<file path="config.mk">
export PLATFORM = sky130hd
export DESIGN_NAME = moving_average_oversampled
export DESIGN_NICKNAME = d
export VERILOG_FILES = /design/src/hdl/mao_pkg.sv /design/src/hdl/moving_average_oversampled.sv /design/src/hdl/mao_addsub.sv /design/src/hdl/mao_window_ram.sv
export SDC_FILE = /design/constraint.sdc
export NUM_CORES = 2
export LEC_CHECK = 0
export BUFFER_PORTS_ARGS = -buffer_cell sky130_fd_sc_hd__buf_4
export CAP_MARGIN = 20
export CORE_AREA = 2 2 308 310
export DETAILED_ROUTE_END_ITERATION = 8
export DIE_AREA = 0 0 310 312
export PLACE_DENSITY_LB_ADDON = 0.2
export SKIP_LAST_GASP = 1
export SLEW_MARGIN = 10
export SYNTH_ARGS = -nofsm -noshare
export SYNTH_HDL_FRONTEND = slang
export SYNTH_SLANG_ARGS = --single-unit
</file>
<file path="constraint.sdc">
create_clock -name clk -period 8.15 [get_ports clk]
set_clock_uncertainty 0.15 [all_clocks]
set_input_delay 0.4075 -clock clk [delete_from_list [all_inputs] [get_ports clk]]
set_output_delay 0.4075 -clock clk [all_outputs]
set_load 0.1 [all_outputs]
</file>
<file path="src/hdl/mao_pkg.sv">
package mao_pkg;

	localparam int WindowDepth = 32;
	localparam int AddrW       = (WindowDepth > 1) ? $clog2(WindowDepth) : 1;
	localparam int PosW        = $clog2(WindowDepth + 1);
	localparam int SampleW     = 32;
	localparam int TapW        = 6;
	localparam int FactorW     = 16;
	localparam int CfgDataW    = 16;
	localparam int SumW        = SampleW + $clog2(WindowDepth);
	localparam int AluW        = SumW + 1;
	localparam int RemW        = FactorW + 1;
	localparam int CntMax      = (SumW > WindowDepth) ? SumW : WindowDepth;
	localparam int CntW        = $clog2(CntMax + 1);

	localparam logic [TapW-1:0]    TapCountReset = TapW'(32);
	localparam logic [FactorW-1:0] FactorReset   = FactorW'(1);

	typedef enum logic [2:0] {
		StIdle,
		StFill,
		StDivc,
		StSum,
		StAbs,
		StDiv,
		StNeg,
		StDone
	} state_t;

	typedef enum logic {
		CfgTapCount   = 1'b0,
		CfgOversample = 1'b1
	} cfg_reg_t;

endpackage

</file>
<file path="src/hdl/moving_average_oversampled.sv">
// Channel   Direction  Handshake                        Payload
// sample    in         sample_valid / sample_stall      sample[31:0] signed
// result    out        result_valid / result_stall      filtered[31:0] signed, clipped
// cfg       in         cfg_valid / cfg_ready            cfg_index, cfg_data[15:0]
//
// Each sample runs 6 divisor steps, then the window reads, then 37 quotient steps,
// all through one shared add/subtract unit.
// The first sample after reset fills every entry of the window RAM.
// Reset sets tap_count to 32 and the oversampling factor to 1; the window needs no clear.
// A finished result waits in the output register; a new sample is taken meanwhile.
module moving_average_oversampled (
	input  logic                                clk,
	input  logic                                arst_n,
	input  logic                                sample_valid,
	output logic                                sample_stall,
	input  logic signed [mao_pkg::SampleW-1:0]  sample,
	output logic                                result_valid,
	input  logic                                result_stall,
	output logic signed [mao_pkg::SampleW-1:0]  filtered,
	output logic                                clipped,
	input  logic                                cfg_valid,
	output logic                                cfg_ready,
	input  logic                                cfg_index,
	input  logic [mao_pkg::CfgDataW-1:0]        cfg_data
);

	mao_pkg::state_t state_q, state_d;

	logic [mao_pkg::TapW-1:0]              tap_count_q;
	logic [mao_pkg::FactorW-1:0]           factor_q;
	logic [mao_pkg::FactorW-1:0]           held_factor_q;
	logic                                  primed_q;
	logic [mao_pkg::PosW-1:0]              wpos_q;
	logic [mao_pkg::CntW-1:0]              cnt_q;
	logic [mao_pkg::TapW-1:0]              taps_q;
	logic [mao_pkg::TapW-1:0]              divisor_q;
	logic [mao_pkg::RemW-1:0]              rem_q;
	logic signed [mao_pkg::AluW-1:0]       acc_q;
	logic                                  neg_q;
	logic                                  rd_vld_q;
	logic                                  result_valid_q;
	logic signed [mao_pkg::SampleW-1:0]    filtered_q;
	logic                                  clipped_q;

	logic                                  accept;
	logic                                  out_free;
	logic [mao_pkg::TapW-1:0]              taps;
	logic [mao_pkg::PosW-1:0]              wpos_eff;
	logic                                  wr_en;
	logic [mao_pkg::AddrW-1:0]             wr_addr;
	logic [mao_pkg::SampleW-1:0]           rd_data;
	logic signed [mao_pkg::AluW-1:0]       alu_a;
	logic signed [mao_pkg::AluW-1:0]       alu_b;
	logic                                  alu_sub;
	logic signed [mao_pkg::AluW-1:0]       alu_y;
	logic                                  step_ok;
	logic [mao_pkg::RemW-1:0]              divc_shift;
	logic [mao_pkg::RemW-1:0]              div_shift;
	logic [mao_pkg::TapW-1:0]              div_next;
	logic                                  sum_more;
	logic [mao_pkg::AluW-mao_pkg::SampleW:0] upper;
	logic                                  in_range;
	logic signed [mao_pkg::SampleW-1:0]    sat_value;

	assign sample_stall = (state_q != mao_pkg::StIdle);
	assign accept       = sample_valid && !sample_stall;
	assign out_free     = !result_valid_q || !result_stall;
	assign cfg_ready    = 1'b1;
	assign result_valid = result_valid_q;
	assign filtered     = filtered_q;
	assign clipped      = clipped_q;

	assign taps = (32'(tap_count_q) > mao_pkg::WindowDepth) ?
		mao_pkg::TapW'(mao_pkg::WindowDepth) : tap_count_q;
	assign wpos_eff = (32'(wpos_q) >= 32'(taps)) ? '0 : wpos_q;

	assign wr_en   = (accept && primed_q) || (state_q == mao_pkg::StFill);
	assign wr_addr = (state_q == mao_pkg::StFill) ?
		cnt_q[mao_pkg::AddrW-1:0] : wpos_eff[mao_pkg::AddrW-1:0];

	mao_window_ram u_ram (
		.clk     (clk),
		.wr_en   (wr_en),
		.wr_addr (wr_addr),
		.wr_data ((state_q == mao_pkg::StFill) ? acc_q[mao_pkg::SampleW-1:0] : sample),
		.rd_addr (cnt_q[mao_pkg::AddrW-1:0]),
		.rd_data (rd_data)
	);

	assign divc_shift = {rem_q[mao_pkg::RemW-2:0], divisor_q[mao_pkg::TapW-1]};
	assign div_shift  = {rem_q[mao_pkg::RemW-2:0], acc_q[mao_pkg::SumW-1]};
	assign sum_more   = (32'(cnt_q) < 32'(taps_q));

	always_comb begin
		alu_a   = acc_q;
		alu_b   = '0;
		alu_sub = 1'b0;
		unique case (state_q)
			mao_pkg::StSum: begin
				alu_a = acc_q;
				alu_b = mao_pkg::AluW'(signed'(rd_data));
			end
			mao_pkg::StDivc: begin
				alu_a   = mao_pkg::AluW'(divc_shift);
				alu_b   = mao_pkg::AluW'(held_factor_q);
				alu_sub = 1'b1;
			end
			mao_pkg::StDiv: begin
				alu_a   = mao_pkg::AluW'(div_shift);
				alu_b   = mao_pkg::AluW'(divisor_q);
				alu_sub = 1'b1;
			end
			mao_pkg::StAbs, mao_pkg::StNeg: begin
				alu_a   = '0;
				alu_b   = acc_q;
				alu_sub = 1'b1;
			end
			default: begin
				alu_a   = acc_q;
				alu_b   = '0;
				alu_sub = 1'b0;
			end
		endcase
	end

	mao_addsub u_alu (
		.a   (alu_a),
		.b   (alu_b),
		.sub (alu_sub),
		.y   (alu_y)
	);

	assign step_ok  = !alu_y[mao_pkg::AluW-1];
	assign div_next = {divisor_q[mao_pkg::TapW-2:0], step_ok};

	assign upper     = acc_q[mao_pkg::AluW-1:mao_pkg::SampleW-1];
	assign in_range  = (&upper) || !(|upper);
	assign sat_value = in_range ? acc_q[mao_pkg::SampleW-1:0] :
		(acc_q[mao_pkg::AluW-1] ? {1'b1, {(mao_pkg::SampleW-1){1'b0}}} :
		{1'b0, {(mao_pkg::SampleW-1){1'b1}}});

	always_ff @(posedge clk or negedge arst_n) begin
		if (!arst_n) begin
			state_q <= mao_pkg::StIdle;
		end else begin
			state_q <= state_d;
		end
	end

	always_comb begin
		state_d = state_q;
		unique case (state_q)
			mao_pkg::StIdle: begin
				if (accept) begin
					state_d = primed_q ? mao_pkg::StDivc : mao_pkg::StFill;
				end
			end
			mao_pkg::StFill: begin
				if (32'(cnt_q) == mao_pkg::WindowDepth - 1) begin
					state_d = mao_pkg::StDone;
				end
			end
			mao_pkg::StDivc: begin
				if (32'(cnt_q) == mao_pkg::TapW - 1) begin
					state_d = mao_pkg::StSum;
				end
			end
			mao_pkg::StSum: begin
				if (!sum_more && !rd_vld_q) begin
					state_d = mao_pkg::StAbs;
				end
			end
			mao_pkg::StAbs: begin
				state_d = mao_pkg::StDiv;
			end
			mao_pkg::StDiv: begin
				if (32'(cnt_q) == mao_pkg::SumW - 1) begin
					state_d = mao_pkg::StNeg;
				end
			end
			mao_pkg::StNeg: begin
				state_d = mao_pkg::StDone;
			end
			mao_pkg::StDone: begin
				if (out_free) begin
					state_d = mao_pkg::StIdle;
				end
			end
			default: begin
				state_d = mao_pkg::StIdle;
			end
		endcase
	end

	always_ff @(posedge clk or negedge arst_n) begin
		if (!arst_n) begin
			tap_count_q   <= mao_pkg::TapCountReset;
			factor_q      <= mao_pkg::FactorReset;
			held_factor_q <= mao_pkg::FactorReset;
			primed_q      <= 1'b0;
			wpos_q        <= '0;
			cnt_q         <= '0;
			rd_vld_q      <= 1'b0;
		end else begin
			if (cfg_valid && cfg_ready) begin
				unique case (mao_pkg::cfg_reg_t'(cfg_index))
					mao_pkg::CfgTapCount:   tap_count_q <= cfg_data[mao_pkg::TapW-1:0];
					mao_pkg::CfgOversample: factor_q    <= cfg_data[mao_pkg::FactorW-1:0];
				endcase
			end
			unique case (state_q)
				mao_pkg::StIdle: begin
					cnt_q    <= '0;
					rd_vld_q <= 1'b0;
					if (accept && !primed_q) begin
						held_factor_q <= (factor_q == '0) ? mao_pkg::FactorReset : factor_q;
					end
					if (accept && primed_q) begin
						wpos_q <= wpos_eff + mao_pkg::PosW'(1);
					end
				end
				mao_pkg::StFill: begin
					cnt_q <= cnt_q + mao_pkg::CntW'(1);
					if (32'(cnt_q) == mao_pkg::WindowDepth - 1) begin
						primed_q <= 1'b1;
					end
				end
				mao_pkg::StDivc: begin
					if (32'(cnt_q) == mao_pkg::TapW - 1) begin
						cnt_q    <= '0;
						rd_vld_q <= 1'b0;
					end else begin
						cnt_q <= cnt_q + mao_pkg::CntW'(1);
					end
				end
				mao_pkg::StSum: begin
					rd_vld_q <= sum_more;
					if (sum_more) begin
						cnt_q <= cnt_q + mao_pkg::CntW'(1);
					end
				end
				mao_pkg::StAbs: begin
					cnt_q <= '0;
				end
				mao_pkg::StDiv: begin
					cnt_q <= cnt_q + mao_pkg::CntW'(1);
				end
				mao_pkg::StNeg, mao_pkg::StDone: begin
					cnt_q <= '0;
				end
				default: begin
					cnt_q <= '0;
				end
			endcase
		end
	end

	always_ff @(posedge clk) begin
		unique case (state_q)
			mao_pkg::StIdle: begin
				if (accept) begin
					acc_q     <= primed_q ? '0 : mao_pkg::AluW'(sample);
					taps_q    <= taps;
					divisor_q <= taps;
					rem_q     <= '0;
				end
			end
			mao_pkg::StDivc: begin
				rem_q <= step_ok ? alu_y[mao_pkg::RemW-1:0] : divc_shift;
				if (32'(cnt_q) == mao_pkg::TapW - 1 && div_next == '0) begin
					divisor_q <= mao_pkg::TapW'(1);
				end else begin
					divisor_q <= div_next;
				end
			end
			mao_pkg::StSum: begin
				if (rd_vld_q) begin
					acc_q <= alu_y;
				end
			end
			mao_pkg::StAbs: begin
				neg_q <= acc_q[mao_pkg::AluW-1];
				rem_q <= '0;
				if (acc_q[mao_pkg::AluW-1]) begin
					acc_q <= alu_y;
				end
			end
			mao_pkg::StDiv: begin
				rem_q <= step_ok ? alu_y[mao_pkg::RemW-1:0] : div_shift;
				acc_q <= {1'b0, acc_q[mao_pkg::SumW-2:0], step_ok};
			end
			mao_pkg::StNeg: begin
				if (neg_q) begin
					acc_q <= alu_y;
				end
			end
			mao_pkg::StFill, mao_pkg::StDone: begin
				acc_q <= acc_q;
			end
			default: begin
				acc_q <= acc_q;
			end
		endcase
	end

	always_ff @(posedge clk or negedge arst_n) begin
		if (!arst_n) begin
			result_valid_q <= 1'b0;
		end else begin
			if (state_q == mao_pkg::StDone && out_free) begin
				result_valid_q <= 1'b1;
			end else if (result_valid_q && !result_stall) begin
				result_valid_q <= 1'b0;
			end
		end
	end

	always_ff @(posedge clk) begin
		if (state_q == mao_pkg::StDone && out_free) begin
			filtered_q <= sat_value;
			clipped_q  <= !in_range;
		end
	end

endmodule

</file>
<file path="src/hdl/mao_addsub.sv">
module mao_addsub (
	input  logic signed [mao_pkg::AluW-1:0] a,
	input  logic signed [mao_pkg::AluW-1:0] b,
	input  logic                            sub,
	output logic signed [mao_pkg::AluW-1:0] y
);

	always_comb begin
		if (sub) begin
			y = a - b;
		end else begin
			y = a + b;
		end
	end

endmodule

</file>
<file path="src/hdl/mao_window_ram.sv">
module mao_window_ram (
	input  logic                        clk,
	input  logic                        wr_en,
	input  logic [mao_pkg::AddrW-1:0]   wr_addr,
	input  logic [mao_pkg::SampleW-1:0] wr_data,
	input  logic [mao_pkg::AddrW-1:0]   rd_addr,
	output logic [mao_pkg::SampleW-1:0] rd_data
);

	logic [mao_pkg::SampleW-1:0] mem [mao_pkg::WindowDepth];

	always_ff @(posedge clk) begin
		if (wr_en) begin
			mem[wr_addr] <= wr_data;
		end
	end

	always_ff @(posedge clk) begin
		rd_data <= mem[rd_addr];
	end

endmodule

</file>
After elaboration in Yosys (flattened, before gate mapping):

Memories as Yosys holds them, arrays and structs flattened. A register that Yosys moved wholly into a read port is not among the register bits.
Index checks and enable logic that the tools add are counted.

* add/sub/neg operators: 4
* $lt $le $gt $ge: 3
* equality and inequality tests: 20
* mux-type cells: 41
* bitwise logic cells: 1
* reduce and logical (&&, ||, !) cells: 46

Operator list (number)
* 38-bit two-way mux: 6
* 38-bit case mux with 5 select lines: 1
* 38-bit case mux with 4 select lines: 1
* 38-bit case mux with 3 select lines: 1
* 32-bit two-way mux: 3
* 16-bit two-way mux: 4
* 16-bit case mux with 4 select lines: 1
* 38-bit adder: 1
* 38-bit subtractor: 1
* 6-bit two-way mux: 6
* 3-bit case mux with 8 select lines: 1
* 6-bit case mux with 4 select lines: 1
* 3-bit two-way mux: 6
* 2-bit inequality test (second input constant): 9
* 2-bit AND reduction: 9
* 16-bit zero test: 1
* 6-bit by 1-bit adder with 6-bit output (second input constant): 2
* 3-bit == test (second input constant): 4
* 6-bit case mux with 2 select lines: 1
* 1-bit zero test: 9
* 4-bit OR reduction: 2
* 1-bit logical AND: 7
* 7-bit AND reduction: 1
* 7-bit OR reduction: 1
* 25 further kinds: 36

* register bits: 156
* memory bits (writable): 1024
* input port bits: 54
* output and inout bits: 36
* logic and storage cells: 133
* memories: 1

Memory list
* u_ram.mem: depth 32, bits a word 32, rd ports 1, clocked after Yosys merged registers in 1, wr ports 1, RTL line mao_window_ram.sv:10 `logic [mao_pkg::SampleW-1:0] mem [mao_pkg::WindowDepth];`

Logic depth before layout (Yosys ltp):

* word-level depth: 10
* mapped depth: 26
* depth with buffers taken out: 21

Cells and area by module:

From an unflattened synthesis, not the netlist that was laid out.

* cells, all modules: 3457
* area total of the unflattened synthesis: 51742.1 um^2

Modules (own cells, without submodules)
* mao_window_ram: times used 1, cells each 2260, area each 40490.1 um^2, seq. area each 31390.1 um^2
* moving_average_oversampled: times used 1, cells each 795, area each 8525.7 um^2, seq. area each 4408.0 um^2
* mao_addsub: times used 1, cells each 402, area each 2726.4 um^2, seq. area each 0.0 um^2

Worst setup path before layout:

Ideal clock, no wire load.

* path kind: reg2reg
* from: register state_q[1]
* to: register rem_q[10] (netlist bit), data pin
* setup time: 0.256 ns
* data arrival time: 5.429 ns
* required time: 7.744 ns
* path slack: 2.314 ns
* cell stages (with the launch flop): 25
* path buffers: 4
* period minus slack after synthesis: 5.836 ns
* cell sequence: dfrtp_1 -> clkbuf_1 -> inv_1 -> ha_1 -> clkbuf_1 -> and2_1 -> clkbuf_1 -> a221o_1 -> nor2_1 -> nand4_1 -> nand2b_1 -> or4_1 -> nand2_1 -> xnor2_1 -> ha_1 -> a21o_1 -> a21o_1 -> a2111oi_0 -> o21ai_0 -> a2111oi_0 -> nor2_1 -> o21ai_0 -> mux2i_1 -> buf_6 -> a22o_1

* longest elaborated chain between the ends: 7
* elaborated cells between the ends (all ways): 17
* those cells by class: 2 x add/sub; 5 x eq/ne; 7 x mux; 3 x reduce/logical

RTL lines
* start, declared: RTL line moving_average_oversampled.sv:27 `mao_pkg::state_t state_q, state_d;`
* start signal, assigned: RTL line moving_average_oversampled.sv:144 `state_q <= mao_pkg::StIdle;`
* start signal, assigned: RTL line moving_average_oversampled.sv:146 `state_q <= state_d;`
* 3-bit == test, on equally long branches: RTL line moving_average_oversampled.sv:98, moving_average_oversampled.sv:259
* 2-bit OR reduction: RTL line moving_average_oversampled.sv:98 `unique case (state_q)`
* 38-bit case mux with 4 select lines or 38-bit case mux with 3 select lines (tied branches): RTL line moving_average_oversampled.sv:98
* 38-bit adder or 38-bit subtractor (tied branches): RTL line mao_addsub.sv:12, mao_addsub.sv:10
* 38-bit two-way mux: RTL line mao_addsub.sv:9 `if (sub) begin`
* 16-bit two-way mux, on equally long branches: RTL line moving_average_oversampled.sv:289, moving_average_oversampled.sv:269
* 16-bit case mux with 4 select lines (*): RTL line moving_average_oversampled.sv:259 `unique case (state_q)`
* end signal, assigned: RTL line moving_average_oversampled.sv:269 `rem_q <= step_ok ? alu_y[mao_pkg::RemW-1:0] : divc_shift;`
* end signal, assigned: RTL line moving_average_oversampled.sv:289 `rem_q <= step_ok ? alu_y[mao_pkg::RemW-1:0] : div_shift;`
* end, declared: RTL line moving_average_oversampled.sv:37 `logic [mao_pkg::RemW-1:0] rem_q;`

Every way passes the cells marked *; elsewhere a longest branch is shown, timed or not.
A chain may end at the register's enable or synchronous reset.

Worst setup path in the final report:

* from: register state_q[1]
* to: register rem_q[14] (netlist bit), data pin

Same word-level chain as after synthesis.

==> key figures <==
Routing
  • DR vias/cell: 6.46
  • Pre-antenna DRT Iters: 9
  • Routed wire length: 134 mm
  • DRT iter0 DRCs: approximately 3800
  • Vias post-DR: 28100
  • Detail Route Antenna Nets: 0
  • Residual DRC count: 0
  • Routed wire length per instance: 30.8 um

Layout
  • Antenna fix cells: 0
  • Area Overhead vs Synth: 13.9%
  • Layout cells sized above 1: 0.256
  • Final #Nets: 3100
  • Util after Layout: 0.624
  • FILL cells: 6531

STA
  • Setup Viol. Count Final: 0
  • Actual slew at the worst max-slew pin: 1100 ps
  • Final Hold Fails: 0
  • Fmax: 0.144 GHz
  • RSZ-0062 raised after global routing: false
  • Period utilization: 0.851
  • Worst Slack Setup Final: 1210 ps
  • Fin crit period: 6940 ps
  • TNS Setup: 0 ps
  • Worst rel slew slack: 0.267
  • Slew Limit Fails: 0

Critical path
  • Crit start category: flip-flop
  • Worst setup path startpoint: state_q[1]
  • Worst EP arrival: 7250 ps
  • CP endpoint kind: flip-flop
  • R2R Path End: rem_q[14]
  • Crit path to: rem_q[14]
  • Max FO, Critical Path: 25
  • Reg2Reg Launch Point: state_q[1]
  • Reg2reg setup slack: approximately 1200 ps
  • Critical path required time: about 8500 ps
  • Worst-case reg-to-reg path depth: 23
  • Crit path kind: flip-flop to flip-flop

Clock tree
  • CTS max path bufs: 3
  • Clock latency on the worst-skew pair: 720 ps
  • PostCTS Resize Cnt: 0
  • CTS tree: built
  • CTS sink cnt: 1212
  • Clk slew on worst S/H paths: 70 ps
  • Htree depth: 3
  • CTS root buf: clkbuf_16
  • Setup Buffers After CTS: 0
  • CTS buffer count: 119

Logic synthesis
  • Ys Warns: 0
  • EDFF count, synth: 1124
  • Synth top area cells: edfxtp_1 66%, mux4_2 14%, dfrtp_1 2.6%
  • Primary FF master, synth: edfxtp_1
  • Syn_nets: 2918
  • Async S/R FF share, synth: 0.0462
  • FF+latch count, synth: 1212
  • Cell taking the most area after synthesis: edfxtp_1
  • Mapped Area: 0.0510 mm2
  • Netlist cell types: 80
  • Register area share after synthesis: 0.702
  • Yosys top cell area share: 0.662
  • Syn Inst Count: 2806
  • Syn Area/Cell: 18.2 um2

Die
  • Core area: 0.0930 mm2
  • Die area: ~0.097 mm2
  • Die height: around 310 um
  • Cell row count: roughly 110
  • Io pins: 90
  • Initial Util: 0.548
  • Die X: 310 um

Placed design
  • Dpl hpwl: roughly 78 mm
  • Final GP Congestion: between 0.9 and 1
  • IO Port Bufs: 88
  • Post-Place Worst Slack: between 900 and 1000 ps

Pwr
  • Leak pwr: between 15 and 20 nW
  • Peak supply drop: 0.000420 V
  • Pwr Density: 441 mW/mm2
  • Total power: 25.6 mW

Global routing
  • Initial antenna violation count: 1
  • Total GRT Usage: 0.280
  • Largest net degree at the start of global routing: 143
  • Vias in the first global route: 28100
  • Total grt overflow: 0
  • First-pass GRT wire length: 194 mm

Min path
  • Hold Crit Class: input port to flip-flop

Run status
  • Status: complete, no violations

Run
  • Max-Cap Viols: 0
[how the worst min path moves through the flow]
stage                       from                 to  slack, ps  cells past startpoint
2_1_floorplan             arst_n           cnt_q[0]        -40                      0
3_3_place_gp           wpos_q[5]          wpos_q[5]        330                      1
3_5_place_dp   held_factor_q[10]  held_factor_q[10]        350                      1
4_1_cts             sample_valid         state_q[2]          4                      3
5_1_grt             sample_valid         state_q[2]         60                      3
6_report            sample_valid         state_q[2]         60                      3
[cell type report]
type                       count  area [um2]  share of cell area
inverter                      48         180             0.00310
multi-input combinational   1385       14700               0.252
clock buffer                 162        3240              0.0558
clock inverter                60         494             0.00851
timing repair buffer         222        2130              0.0367
sequential                  1212       35800               0.616
tap                         1254        1570              0.0270
[timing repair]
| action | CTS | global route |
|---|---|---|
| setup endpoints to repair | 0 | 0 |
| hold buffers | 50 | 0 |
| endpoints found under the hold margin | 110 | 0 |
[worst max-delay path, stage by stage, from the launching register on]
cell and delay [ps]:
dfrtp_1 510, ha_1 540, nor2b_2 350, buf_4 290
a32o_1 280, nor4b_2 300, and2b_1 210, and4b_2 300
nand2b_1 130, or4_1 570, nand2_1 110, xnor2_1 80
ha_1 370, a21o_1 210, a21o_1 170, a2111oi_0 460
o21ai_0 240, a2111oi_0 300, dlymetal6s2s_1 250, nor2_1 120
o21ai_0 150, mux2i_1 130, buf_4 210, a22o_1 240
[per-stage QoR]
step           instance area [um2]  cells  hold WS [ps]
5_1_grt                      58100   4343          55.7
3_3_place_gp                 53400   4047           331
4_1_cts                      57700   4322          4.32
6_report                     58100   4343          55.1
2_1_floorplan                51000   2806         -38.1
3_5_place_dp                 53400   4050           351
[synthesized netlist by cell type, drive strengths merged (5+ instances only)]
library cell / number
mux4: 320
o21ai: 85
a222oi: 9
and3: 5
o21bai: 5
a32o: 5
a21oi: 66
clkbuf: 119
or3: 7
or2: 7
nor2b: 13
o31ai: 8
inv: 47
a31oi: 14
nor4: 14
mux2: 69
buf: 42
o22ai: 8
a221oi: 9
edfxtp: 1124
nor3: 14
nand2b: 16
nor2: 108
mux2i: 8
a21o: 45
dfrtp: 53
a22oi: 39
and2: 28
dfxtp: 32
o41ai: 6
xor2: 36
ha: 57
a22o: 36
nand4: 10
xnor2: 35
o211ai: 10
o22a: 5
nor3b: 5
nand2: 187
o21a: 24
nand3: 22
[kinds of logic (layout without fill, tap and decap cells)]
group / count (synthesis) / in the layout / synth area share
flops: 1212 / 1212 / 0.702
simple gates: 449 / 449 / 0.0411
compound gates: 409 / 409 / 0.0559
mux: 397 / 397 / 0.158
buf+inv: 209 / 492 / 0.0161
xor+xnor: 71 / 71 / 0.0122
fa+ha+maj: 58 / 58 / 0.0144
other cells: 1 / 1 / 0.0000735
[cell usage in the layout, fill, tap and decap left out, types with 19 or more instances in the layout]
master         Yosys  final
nand2_1          187    186
nor2_1           108     75
edfxtp_1        1124   1124
clkinv_1           1     24
dfxtp_1           32     32
o21a_1            23     23
ha_1              57     57
dfrtp_1           53     47
a21o_1            45     45
a21oi_1           66     65
nand3_1           22     22
dlygate4sd3_1      0     50
mux2_2            69     69
clkbuf_1         119     34
and2_1            27     27
buf_4              3    146
xor2_1            36     36
clkbuf_16          0    121
nor2_4             0     32
xnor2_1           35     35
o21ai_0           82     82
inv_1             47     47
a22o_1            36     36
a22oi_1           39     39
clkinv_2           0     19
mux4_2           320    320
[per-layer routing]
layer / wire length, um / up-vias / track usage / part of all wire
li1: - / 11800 / - / -
met1: 54000 / 14700 / 0.404 / 0.40
met2: 65900 / 1352 / 0.452 / 0.49
met3: 9870 / 222 / 0.0353 / 0.074
met4: 4100 / 0 / 0.0894 / 0.031
met5: 0 / - / 0 / 0
[report_power, final]
part	total [mW]	switching, mW	internal [mW]	leakage (nW)
Sequential	9.30	0.817	8.49	11.1
Combinational	11.1	6.58	4.48	6.35
Clock	5.28	2.31	2.97	1.82
[state kept, by name, summed over array words and instances (netlist names)]
name,count
acc_q,38
clipped,1
cnt_q,6
divisor_q,6
factor_q,16
filtered,32
held_factor_q,16
neg_q,1
primed_q,1
rd_vld_q,1
rem_q,16
result_valid,1
state_q,3
tap_count_q,6
taps_q,6
u_ram.mem,1024
u_ram.rd_data,32
wpos_q,6
(Power assumes the default switching activity.)
